<file path="src/ccbe_pkg.sv">
`timescale 1ns / 1ps
`default_nettype none

package ccbe_pkg;

    localparam int NumPix     = 8;
    localparam int PixWidth   = 4;
    localparam int NumColours = 16;
    localparam int CntWidth   = 4;
    localparam int InWidth    = NumPix * PixWidth;
    localparam int OutWidth   = 40;

    localparam logic [PixWidth-1:0] LowColourMax = 4'd7;

    typedef logic [PixWidth-1:0]             pix_t;
    typedef logic [NumPix-1:0][PixWidth-1:0] span_t;
    typedef logic [CntWidth-1:0]             cnt_t;

    typedef struct packed {
        span_t                 pix;
        logic [NumColours-1:0] used;
        pix_t                  fg;
        logic                  have_fg;
    } scan_t;

    typedef struct packed {
        span_t       pix;
        logic [7:0]  shape_first;
        logic [7:0]  attr_inverted;
        logic [7:0]  attr_nibbles;
        pix_t        top_b;
        pix_t        top_f;
    } pick_t;

    typedef struct packed {
        logic [7:0]  shape_second;
        pix_t        front_minor;
        pix_t        back_major;
        logic [7:0]  attr_nibbles;
        logic [7:0]  attr_inverted;
        logic [7:0]  shape_first;
    } result_t;

    function automatic logic [NumPix-1:0] match_mask(input span_t pix, input pix_t colour);
        logic [NumPix-1:0] m;
        m = '0;
        for (int k = 0; k < NumPix; k++)
        begin
            m[k] = (pix[k] == colour);
        end
        return m;
    endfunction

    function automatic cnt_t pop8(input logic [NumPix-1:0] m);
        cnt_t c;
        c = '0;
        for (int k = 0; k < NumPix; k++)
        begin
            c = c + cnt_t'(m[k]);
        end
        return c;
    endfunction

endpackage

`default_nettype wire

</file>
<file path="src/ccbe_scan.sv">
`timescale 1ns / 1ps
`default_nettype none

module ccbe_scan (
    input  wire logic           clk,
    input  wire logic           rst_n,
    input  wire logic           in_valid,
    output logic                in_ready,
    input  wire ccbe_pkg::span_t in_pix,
    output logic                out_valid,
    input  wire logic           out_ready,
    output ccbe_pkg::scan_t     out_data
);
    import ccbe_pkg::*;

    logic  valid_reg;
    logic  valid_next;
    scan_t data_reg;
    scan_t data_next;

    always_comb
    begin
        data_next.pix     = in_pix;
        data_next.used    = '0;
        data_next.fg      = '0;
        data_next.have_fg = 1'b0;
        for (int k = 0; k < NumPix; k++)
        begin
            data_next.used[in_pix[k]] = 1'b1;
        end
        for (int k = 1; k < NumPix; k++)
        begin
            if (in_pix[k] != in_pix[0])
            begin
                data_next.fg      = in_pix[k];
                data_next.have_fg = 1'b1;
            end
        end
    end

    assign in_ready   = !valid_reg || out_ready;
    assign valid_next = in_ready ? in_valid : valid_reg;

    always_ff @(posedge clk or negedge rst_n)
    begin
        if (!rst_n)
        begin
            valid_reg <= 1'b0;
        end
        else
        begin
            valid_reg <= valid_next;
        end
    end

    always_ff @(posedge clk)
    begin
        if (in_ready && in_valid)
        begin
            data_reg <= data_next;
        end
    end

    assign out_valid = valid_reg;
    assign out_data  = data_reg;

endmodule

`default_nettype wire

</file>
<file path="src/ccbe_pick.sv">
`timescale 1ns / 1ps
`default_nettype none

module ccbe_pick (
    input  wire logic            clk,
    input  wire logic            rst_n,
    input  wire logic            in_valid,
    output logic                 in_ready,
    input  wire ccbe_pkg::scan_t in_data,
    output logic                 out_valid,
    input  wire logic            out_ready,
    output ccbe_pkg::pick_t      out_data
);
    import ccbe_pkg::*;

    logic                  valid_reg;
    logic                  valid_next;
    pick_t                 data_reg;
    pick_t                 data_next;
    pix_t                  bg;
    pix_t                  fg;
    logic [NumColours-1:0] rest;

    always_comb
    begin
        bg = in_data.pix[0];
        fg = in_data.fg;
        data_next.pix           = in_data.pix;
        data_next.shape_first   = in_data.have_fg ? match_mask(in_data.pix, fg) : '0;
        data_next.attr_inverted = {(bg <= LowColourMax), (fg <= LowColourMax),
                                   fg[2:0], bg[2:0]};
        data_next.attr_nibbles  = {fg, bg};

        data_next.top_b = '0;
        for (int k = 0; k < NumColours; k++)
        begin
            if (in_data.used[k])
            begin
                data_next.top_b = pix_t'(k);
            end
        end
        rest = in_data.used;
        rest[data_next.top_b] = 1'b0;
        data_next.top_f = '0;
        for (int k = 0; k < NumColours; k++)
        begin
            if (rest[k])
            begin
                data_next.top_f = pix_t'(k);
            end
        end
    end

    assign in_ready   = !valid_reg || out_ready;
    assign valid_next = in_ready ? in_valid : valid_reg;

    always_ff @(posedge clk or negedge rst_n)
    begin
        if (!rst_n)
        begin
            valid_reg <= 1'b0;
        end
        else
        begin
            valid_reg <= valid_next;
        end
    end

    always_ff @(posedge clk)
    begin
        if (in_ready && in_valid)
        begin
            data_reg <= data_next;
        end
    end

    assign out_valid = valid_reg;
    assign out_data  = data_reg;

endmodule

`default_nettype wire

</file>
<file path="src/ccbe_vote.sv">
`timescale 1ns / 1ps
`default_nettype none

module ccbe_vote (
    input  wire logic            clk,
    input  wire logic            rst_n,
    input  wire logic            in_valid,
    output logic                 in_ready,
    input  wire ccbe_pkg::pick_t in_data,
    output logic                 out_valid,
    input  wire logic            out_ready,
    output ccbe_pkg::result_t    out_data
);
    import ccbe_pkg::*;

    logic              valid_reg;
    logic              valid_next;
    result_t           data_reg;
    result_t           data_next;
    logic [NumPix-1:0] eq_b;
    logic [NumPix-1:0] eq_f;
    cnt_t              cnt_b;
    cnt_t              cnt_f;

    always_comb
    begin
        eq_b  = match_mask(in_data.pix, in_data.top_b);
        eq_f  = match_mask(in_data.pix, in_data.top_f);
        cnt_b = pop8(eq_b);
        cnt_f = pop8(eq_f);
        data_next.shape_first   = in_data.shape_first;
        data_next.attr_inverted = in_data.attr_inverted;
        data_next.attr_nibbles  = in_data.attr_nibbles;
        if (cnt_b > cnt_f)
        begin
            data_next.back_major   = in_data.top_b;
            data_next.front_minor  = in_data.top_f;
            data_next.shape_second = eq_f;
        end
        else
        begin
            data_next.back_major   = in_data.top_f;
            data_next.front_minor  = in_data.top_b;
            data_next.shape_second = eq_b;
        end
    end

    assign in_ready   = !valid_reg || out_ready;
    assign valid_next = in_ready ? in_valid : valid_reg;

    always_ff @(posedge clk or negedge rst_n)
    begin
        if (!rst_n)
        begin
            valid_reg <= 1'b0;
        end
        else
        begin
            valid_reg <= valid_next;
        end
    end

    always_ff @(posedge clk)
    begin
        if (in_ready && in_valid)
        begin
            data_reg <= data_next;
        end
    end

    assign out_valid = valid_reg;
    assign out_data  = data_reg;

endmodule

`default_nettype wire

</file>
<file path="src/color_clash_block_encoder.sv">
// Eight-pixel colour-clash block encoder.
// Slave stream s_axis carries one span of eight 4-bit palette indices per
// transaction; master stream m_axis returns one result transaction per span,
// holding the first-scheme shape and attribute bytes and the second-scheme
// back, front and shape.
// A span moves to m_axis through one register stage each for the colour scan,
// the colour pick and the majority vote.
// Throughput: one span per cycle while m_axis_tready stays high; every stage
// takes a new transaction in the cycle its own result moves on.
// A stall on m_axis_tready holds the last stage; earlier stages keep
// accepting until they are full, then s_axis_tready drops. Nothing is lost
// or repeated.
// Reset (rst_n low, asynchronous) empties the pipeline; the block holds no
// other state.
`timescale 1ns / 1ps
`default_nettype none

module color_clash_block_encoder (
    input  wire logic                           clk,
    input  wire logic                           rst_n,
    input  wire logic                           s_axis_tvalid,
    output logic                                s_axis_tready,
    input  wire logic [ccbe_pkg::InWidth-1:0]   s_axis_tdata,  // pix0..pix7, 4 bits each
    output logic                                m_axis_tvalid,
    input  wire logic                           m_axis_tready,
    output logic [ccbe_pkg::OutWidth-1:0]       m_axis_tdata   // shape_first, attr_inverted,
                                                               // attr_nibbles, back_major,
                                                               // front_minor, shape_second
);
    import ccbe_pkg::*;

    span_t   in_pix;
    scan_t   scan_data;
    pick_t   pick_data;
    result_t res;
    logic    scan_valid;
    logic    scan_ready;
    logic    pick_valid;
    logic    pick_ready;

    assign in_pix = span_t'(s_axis_tdata);

    ccbe_scan u_scan (
        .clk       (clk),
        .rst_n     (rst_n),
        .in_valid  (s_axis_tvalid),
        .in_ready  (s_axis_tready),
        .in_pix    (in_pix),
        .out_valid (scan_valid),
        .out_ready (scan_ready),
        .out_data  (scan_data)
    );

    ccbe_pick u_pick (
        .clk       (clk),
        .rst_n     (rst_n),
        .in_valid  (scan_valid),
        .in_ready  (scan_ready),
        .in_data   (scan_data),
        .out_valid (pick_valid),
        .out_ready (pick_ready),
        .out_data  (pick_data)
    );

    ccbe_vote u_vote (
        .clk       (clk),
        .rst_n     (rst_n),
        .in_valid  (pick_valid),
        .in_ready  (pick_ready),
        .in_data   (pick_data),
        .out_valid (m_axis_tvalid),
        .out_ready (m_axis_tready),
        .out_data  (res)
    );

    assign m_axis_tdata = OutWidth'(res);

    a_uniform_no_shape : assert property (@(posedge clk) disable iff (!rst_n)
        m_axis_tvalid && (res.attr_nibbles[7:4] == res.attr_nibbles[3:0])
        |-> res.shape_first == 8'h00)
        else $error("shape_first set with foreground equal to background");

    a_single_colour : assert property (@(posedge clk) disable iff (!rst_n)
        m_axis_tvalid && (res.back_major == res.front_minor)
        |-> res.front_minor == 4'd0 && res.shape_second == 8'hFF)
        else $error("second scheme back equals front on a mixed span");

    a_attr_agree : assert property (@(posedge clk) disable iff (!rst_n)
        m_axis_tvalid
        |-> res.attr_inverted[2:0] == res.attr_nibbles[2:0]
            && res.attr_inverted[7] == !res.attr_nibbles[3]
            && res.attr_inverted[6] == !res.attr_nibbles[7])
        else $error("attribute bytes disagree");

    a_drain : assert property (@(posedge clk) disable iff (!rst_n)
        m_axis_tready |-> s_axis_tready)
        else $error("input stalled while output drains");

endmodule

`default_nettype wire

</file>
<file path="config.mk">
export PLATFORM = sky130hd
export DESIGN_NAME = color_clash_block_encoder
export DESIGN_NICKNAME = d
export VERILOG_FILES = /design/src/ccbe_pkg.sv /design/src/ccbe_scan.sv /design/src/ccbe_pick.sv /design/src/ccbe_vote.sv /design/src/color_clash_block_encoder.sv
export SDC_FILE = /design/constraint.sdc
export NUM_CORES = 1
export LEC_CHECK = 0
export ABC_AREA = 0
export BUFFER_PORTS_ARGS = -buffer_cell sky130_fd_sc_hd__clkbuf_2
export CAP_MARGIN = 10
export CELL_PAD_IN_SITES_DETAIL_PLACEMENT = 0
export CELL_PAD_IN_SITES_GLOBAL_PLACEMENT = 2
export CORE_ASPECT_RATIO = 1.25
export CORE_MARGIN = 2
export CORE_UTILIZATION = 41
export CTS_BUF_LIST = sky130_fd_sc_hd__clkbuf_16
export DETAILED_ROUTE_END_ITERATION = 12
export HOLD_SLACK_MARGIN = 0.02
export PLACE_DENSITY = 0.89
export SYNTH_ARGS = -nofsm -noshare
export SYNTH_HDL_FRONTEND = slang
export SYNTH_SLANG_ARGS = --single-unit
</file>
<file path="constraint.sdc">
create_clock -name clk -period 6 [get_ports clk]
set_input_delay 0.9 -clock clk [delete_from_list [all_inputs] [get_ports clk]]
set_output_delay 0.9 -clock clk [all_outputs]
set_load 0.03 [all_outputs]
</file>
==> impl_metrics.csv <==
group,metric,value,unit
clocking,clockBufferDepth,2,
critical_path,crit_path_frequent_cell,"fa_1",
route,route.detailed.drc,0,
run,cap_violations,0,
global_route,grt_use_total,21.4,%
clocking,clock_sinks,143,
floorplan,coreArea,0.0200,mm²
final_layout,area_growth,12.9,%
clocking,h-tree-depth,4,
sta,setup_violations,0,
placed_design,gp_congestion,0.915,
synthesis,synth.distinct_cells,68,
floorplan,rows,58,
placed_design,port_buffers,77,
placed_design,place_hpwl,16500,µm
critical_path,critPathLaunchType,"flip-flop",
critical_path,rrSetupSlack,390,ps
synthesis,yosysWarningCount,0,
sta,maxSlewViolCount,0,
synthesis,syn_avg_cell_area,11.7,µm²
synthesis,ys_dominant_reg_cell,"edfxtp_1",
critical_path,crit_path_end,"u_vote.out_data[28]$_DFFE_PP_",
floorplan,die-area,0.0213,mm²
route,drt-initial-drc-count,490,
power_and_ir_drop,clkPwrFrac,31.4,%
clocking,cts_setup_buffers,0,
synthesis,synth_seq_cells,143,
sta,slew_headroom,24.4,%
critical_path,critical_path_buf_inv_count,2,
route,routed_wl,22100,µm
critical_path,r2r-start,"u_pick.out_data[5]$_DFFE_PP_",
critical_path,reg2reg_to,"u_vote.out_data[28]$_DFFE_PP_",
clocking,cts_hold_buf,0,
sta,whs,265,ps
power_and_ir_drop,cellLeakagePower,3.29,nW
hold_path,hp-class,"primary input to async pin",
sta,rsz0062_at_grt,"false",
route,avgViaCountPerCell,5.68,
synthesis,synth_nets,763,
clocking,cts_tree,"built",
clocking,ctsRootBufferMaster,"clkbuf_16",
global_route,grt_pass1_vias,6024,
power_and_ir_drop,p_int,2.10,mW
global_route,antenna_found_initial,0,
sta,tns,0,ps
sta,finalCritPeriodShare,93.5,%
route,wl_per_cell,21.2,µm
sta,fmax,178,MHz
clocking,clk_pin_slew_worst_paths,70,ps
route,via_count,5899,
final_layout,layout.cells.non_filler,1039,
floorplan,ios,78,
synthesis,async_reset_ff_share,2.10,%
synthesis,yosysSeqAreaShare,51.7,%
floorplan,start_util,41.4,%
placed_design,dpl.cell_count,1007,
floorplan,die_w,131,µm
final_layout,multiInputGateArea,0.00366,mm²
power_and_ir_drop,pwr-share-comb,24.7,%
power_and_ir_drop,p_switching,0.983,mW
status,outcome,"complete, no violations",
critical_path,path_max_fanout,12,
final_layout,fillCellCount,1789,
critical_path,crit_family,"adder cells",
sta,tightest_slew,1130,ps
clocking,cts-buffers-inserted,17,
synthesis,synth_area,0.00827,mm²
critical_path,worstPathArrival,5770,ps
synthesis,synth_enable_flop_cells,140,
clocking,cts_resized,0,
power_and_ir_drop,irDropWorstVdd,0.000217,V
route,drtPass1Iterations,5,
floorplan,die_h,163,µm
final_layout,layout.nets,810,
global_route,grt_first_pass_wirelength,34100,µm
route,antenna_left,0,
critical_path,cp.required,6160,ps
critical_path,crit_start,"u_pick.out_data[5]$_DFFE_PP_",
final_layout,antenna_cells,0,
critical_path,crit_cells,16,
clocking,clk_latency,420,ps
critical_path,reg2regPathDepth,16,
critical_path,path_class,"flip-flop to flip-flop",
final_layout,seqCellArea,0.00428,mm²
critical_path,crit_path_max_incr_delay,600,ps
sta,skew,15.2,ps
power_and_ir_drop,p_per_area,330,mW/mm²
final_layout,drive_gt1_share,18.5,%
sta,hold_viol,0,
power_and_ir_drop,total_power,3.08,mW
global_route,grt-ovfl-total,0,
global_route,grt_max_degree,55,
synthesis,synth_cells,709,
critical_path,crit_path_end_kind,"flip-flop",
power_and_ir_drop,swShare,31.9,%
critical_path,slowest_stage,"edfxtp_1",
power_and_ir_drop,power_frac_seq,44.0,%
critical_path,crit_chain,"xor2_1 > nor4_1 > ha_1 > inv_1 > fa_1 > fa_1 > fa_1 > fa_1 > inv_1 > ha_1 > nor2b_1 > o21ai_0 > nand2b_1 > a21oi_1 > a41o_1 > mux2_2",
sta,min_period,5610,ps
state kept, by name, indices dropped and copies added, names as in the netlist:
register,flops
u_pick.out_data,54
u_pick.out_valid,1
u_scan.out_data,52
u_scan.out_valid,1
u_vote.out_data,34
u_vote.out_valid,1
cell usage in the layout (no fill, tap or decap), types with 22 or more instances in the layout:
cell / instances
nor2b_1: 29
inv_1: 23
a22oi_1: 23
edfxtp_1: 140
nand2_1: 34
xnor2_1: 66
xor2_1: 62
nor2_1: 34
clkbuf_2: 77
nor3_1: 22
layout make-up:
| cell class | instances | area share [%] |
|---|---|---|
| sequential | 143 | 45.8 |
| multi-input combinational | 490 | 39.2 |
| clock buffer | 17 | 4.56 |
| timing repair buffer | 81 | 4.45 |
| tap | 270 | 3.62 |
| clock inverter | 15 | 1.37 |
| inverter | 23 | 0.925 |
through the flow:
| step | area, µm² | worst slack (ps) | util (%) |
|---|---|---|---|
| floorplan | 8270 | 823 | - |
| global placement | 8780 | 594 | 44.0 |
| detailed placement | 8780 | 401 | 44.0 |
| CTS | 9330 | 364 | 46.8 |
| global route | 9330 | 106 | 46.8 |
| finish | 9330 | 391 | 46.8 |
synth_stat cells (5+ instances only):
cell type	count	area (µm²)
edfxtp_1	140	4200
xnor2_1	66	578
xor2_1	62	543
clkbuf_1	36	135
nand2_1	34	128
nor2_1	34	128
nor2b_1	29	181
a22oi_1	23	173
inv_1	22	82.6
nor3_1	22	110
nand4_1	20	125
nor4_1	19	119
nand2b_1	15	93.8
nand3_1	14	70.1
o22ai_1	13	81.3
o21ai_0	12	60.1
a21oi_1	11	55.1
a31oi_1	11	68.8
ha_1	10	125
mux2i_1	10	100
fa_1	8	160
buf_2	6	30.0
buf_4	6	45.0
mux2_2	6	67.6
and2_1	5	31.3
o21ai_1	5	25.0
routing by layer:
layer	part of all wire (%)	vias up	global-route usage (%)	wire (µm)
met1	39	2920	25.6	8590
li1	-	2696	-	-
met2	53	226	37.3	11600
met5	0	-	0	0
met4	3.8	0	9.96	837
met3	4.7	57	3.38	1030
logic make-up after synthesis:
group	synth area share (%)
buf+inv	3.99
xor+xnor	13.6
flops	51.7
simple gates	13.7
compound gates	11.0
fa+ha+maj	3.45
mux	2.57
how the worst min path moves through the flow:
stage                                      start                             to  slack (ps)  cells after the start
3_3_place_gp       u_pick.out_data[15]$_DFFE_PP_  u_vote.out_data[23]$_DFFE_PP_         400                      0
6_report                                   rst_n   u_scan.out_valid$_DFFE_PN0N_         260                      1
3_5_place_dp       u_pick.out_data[15]$_DFFE_PP_  u_vote.out_data[23]$_DFFE_PP_         400                      0
2_1_floorplan  u_pick.out_data[24]$_SDFFCE_PN0P_   u_vote.out_data[0]$_DFFE_PP_         400                      0
5_1_grt                                    rst_n   u_scan.out_valid$_DFFE_PN0N_         250                      1
4_1_cts                                    rst_n   u_scan.out_valid$_DFFE_PN0N_         260                      1
power groups by stage:
stage	combinational (mW)	sequential, mW	clock, mW
after floorplan	0.518	1.40	0
after global placement	0.738	1.37	0
after detailed placement	0.759	1.38	0
after CTS	0.763	1.36	0.985
after global routing	0.823	1.37	1.03
final	0.760	1.35	0.967
Note: power is estimated with default switching activity, not from simulation.
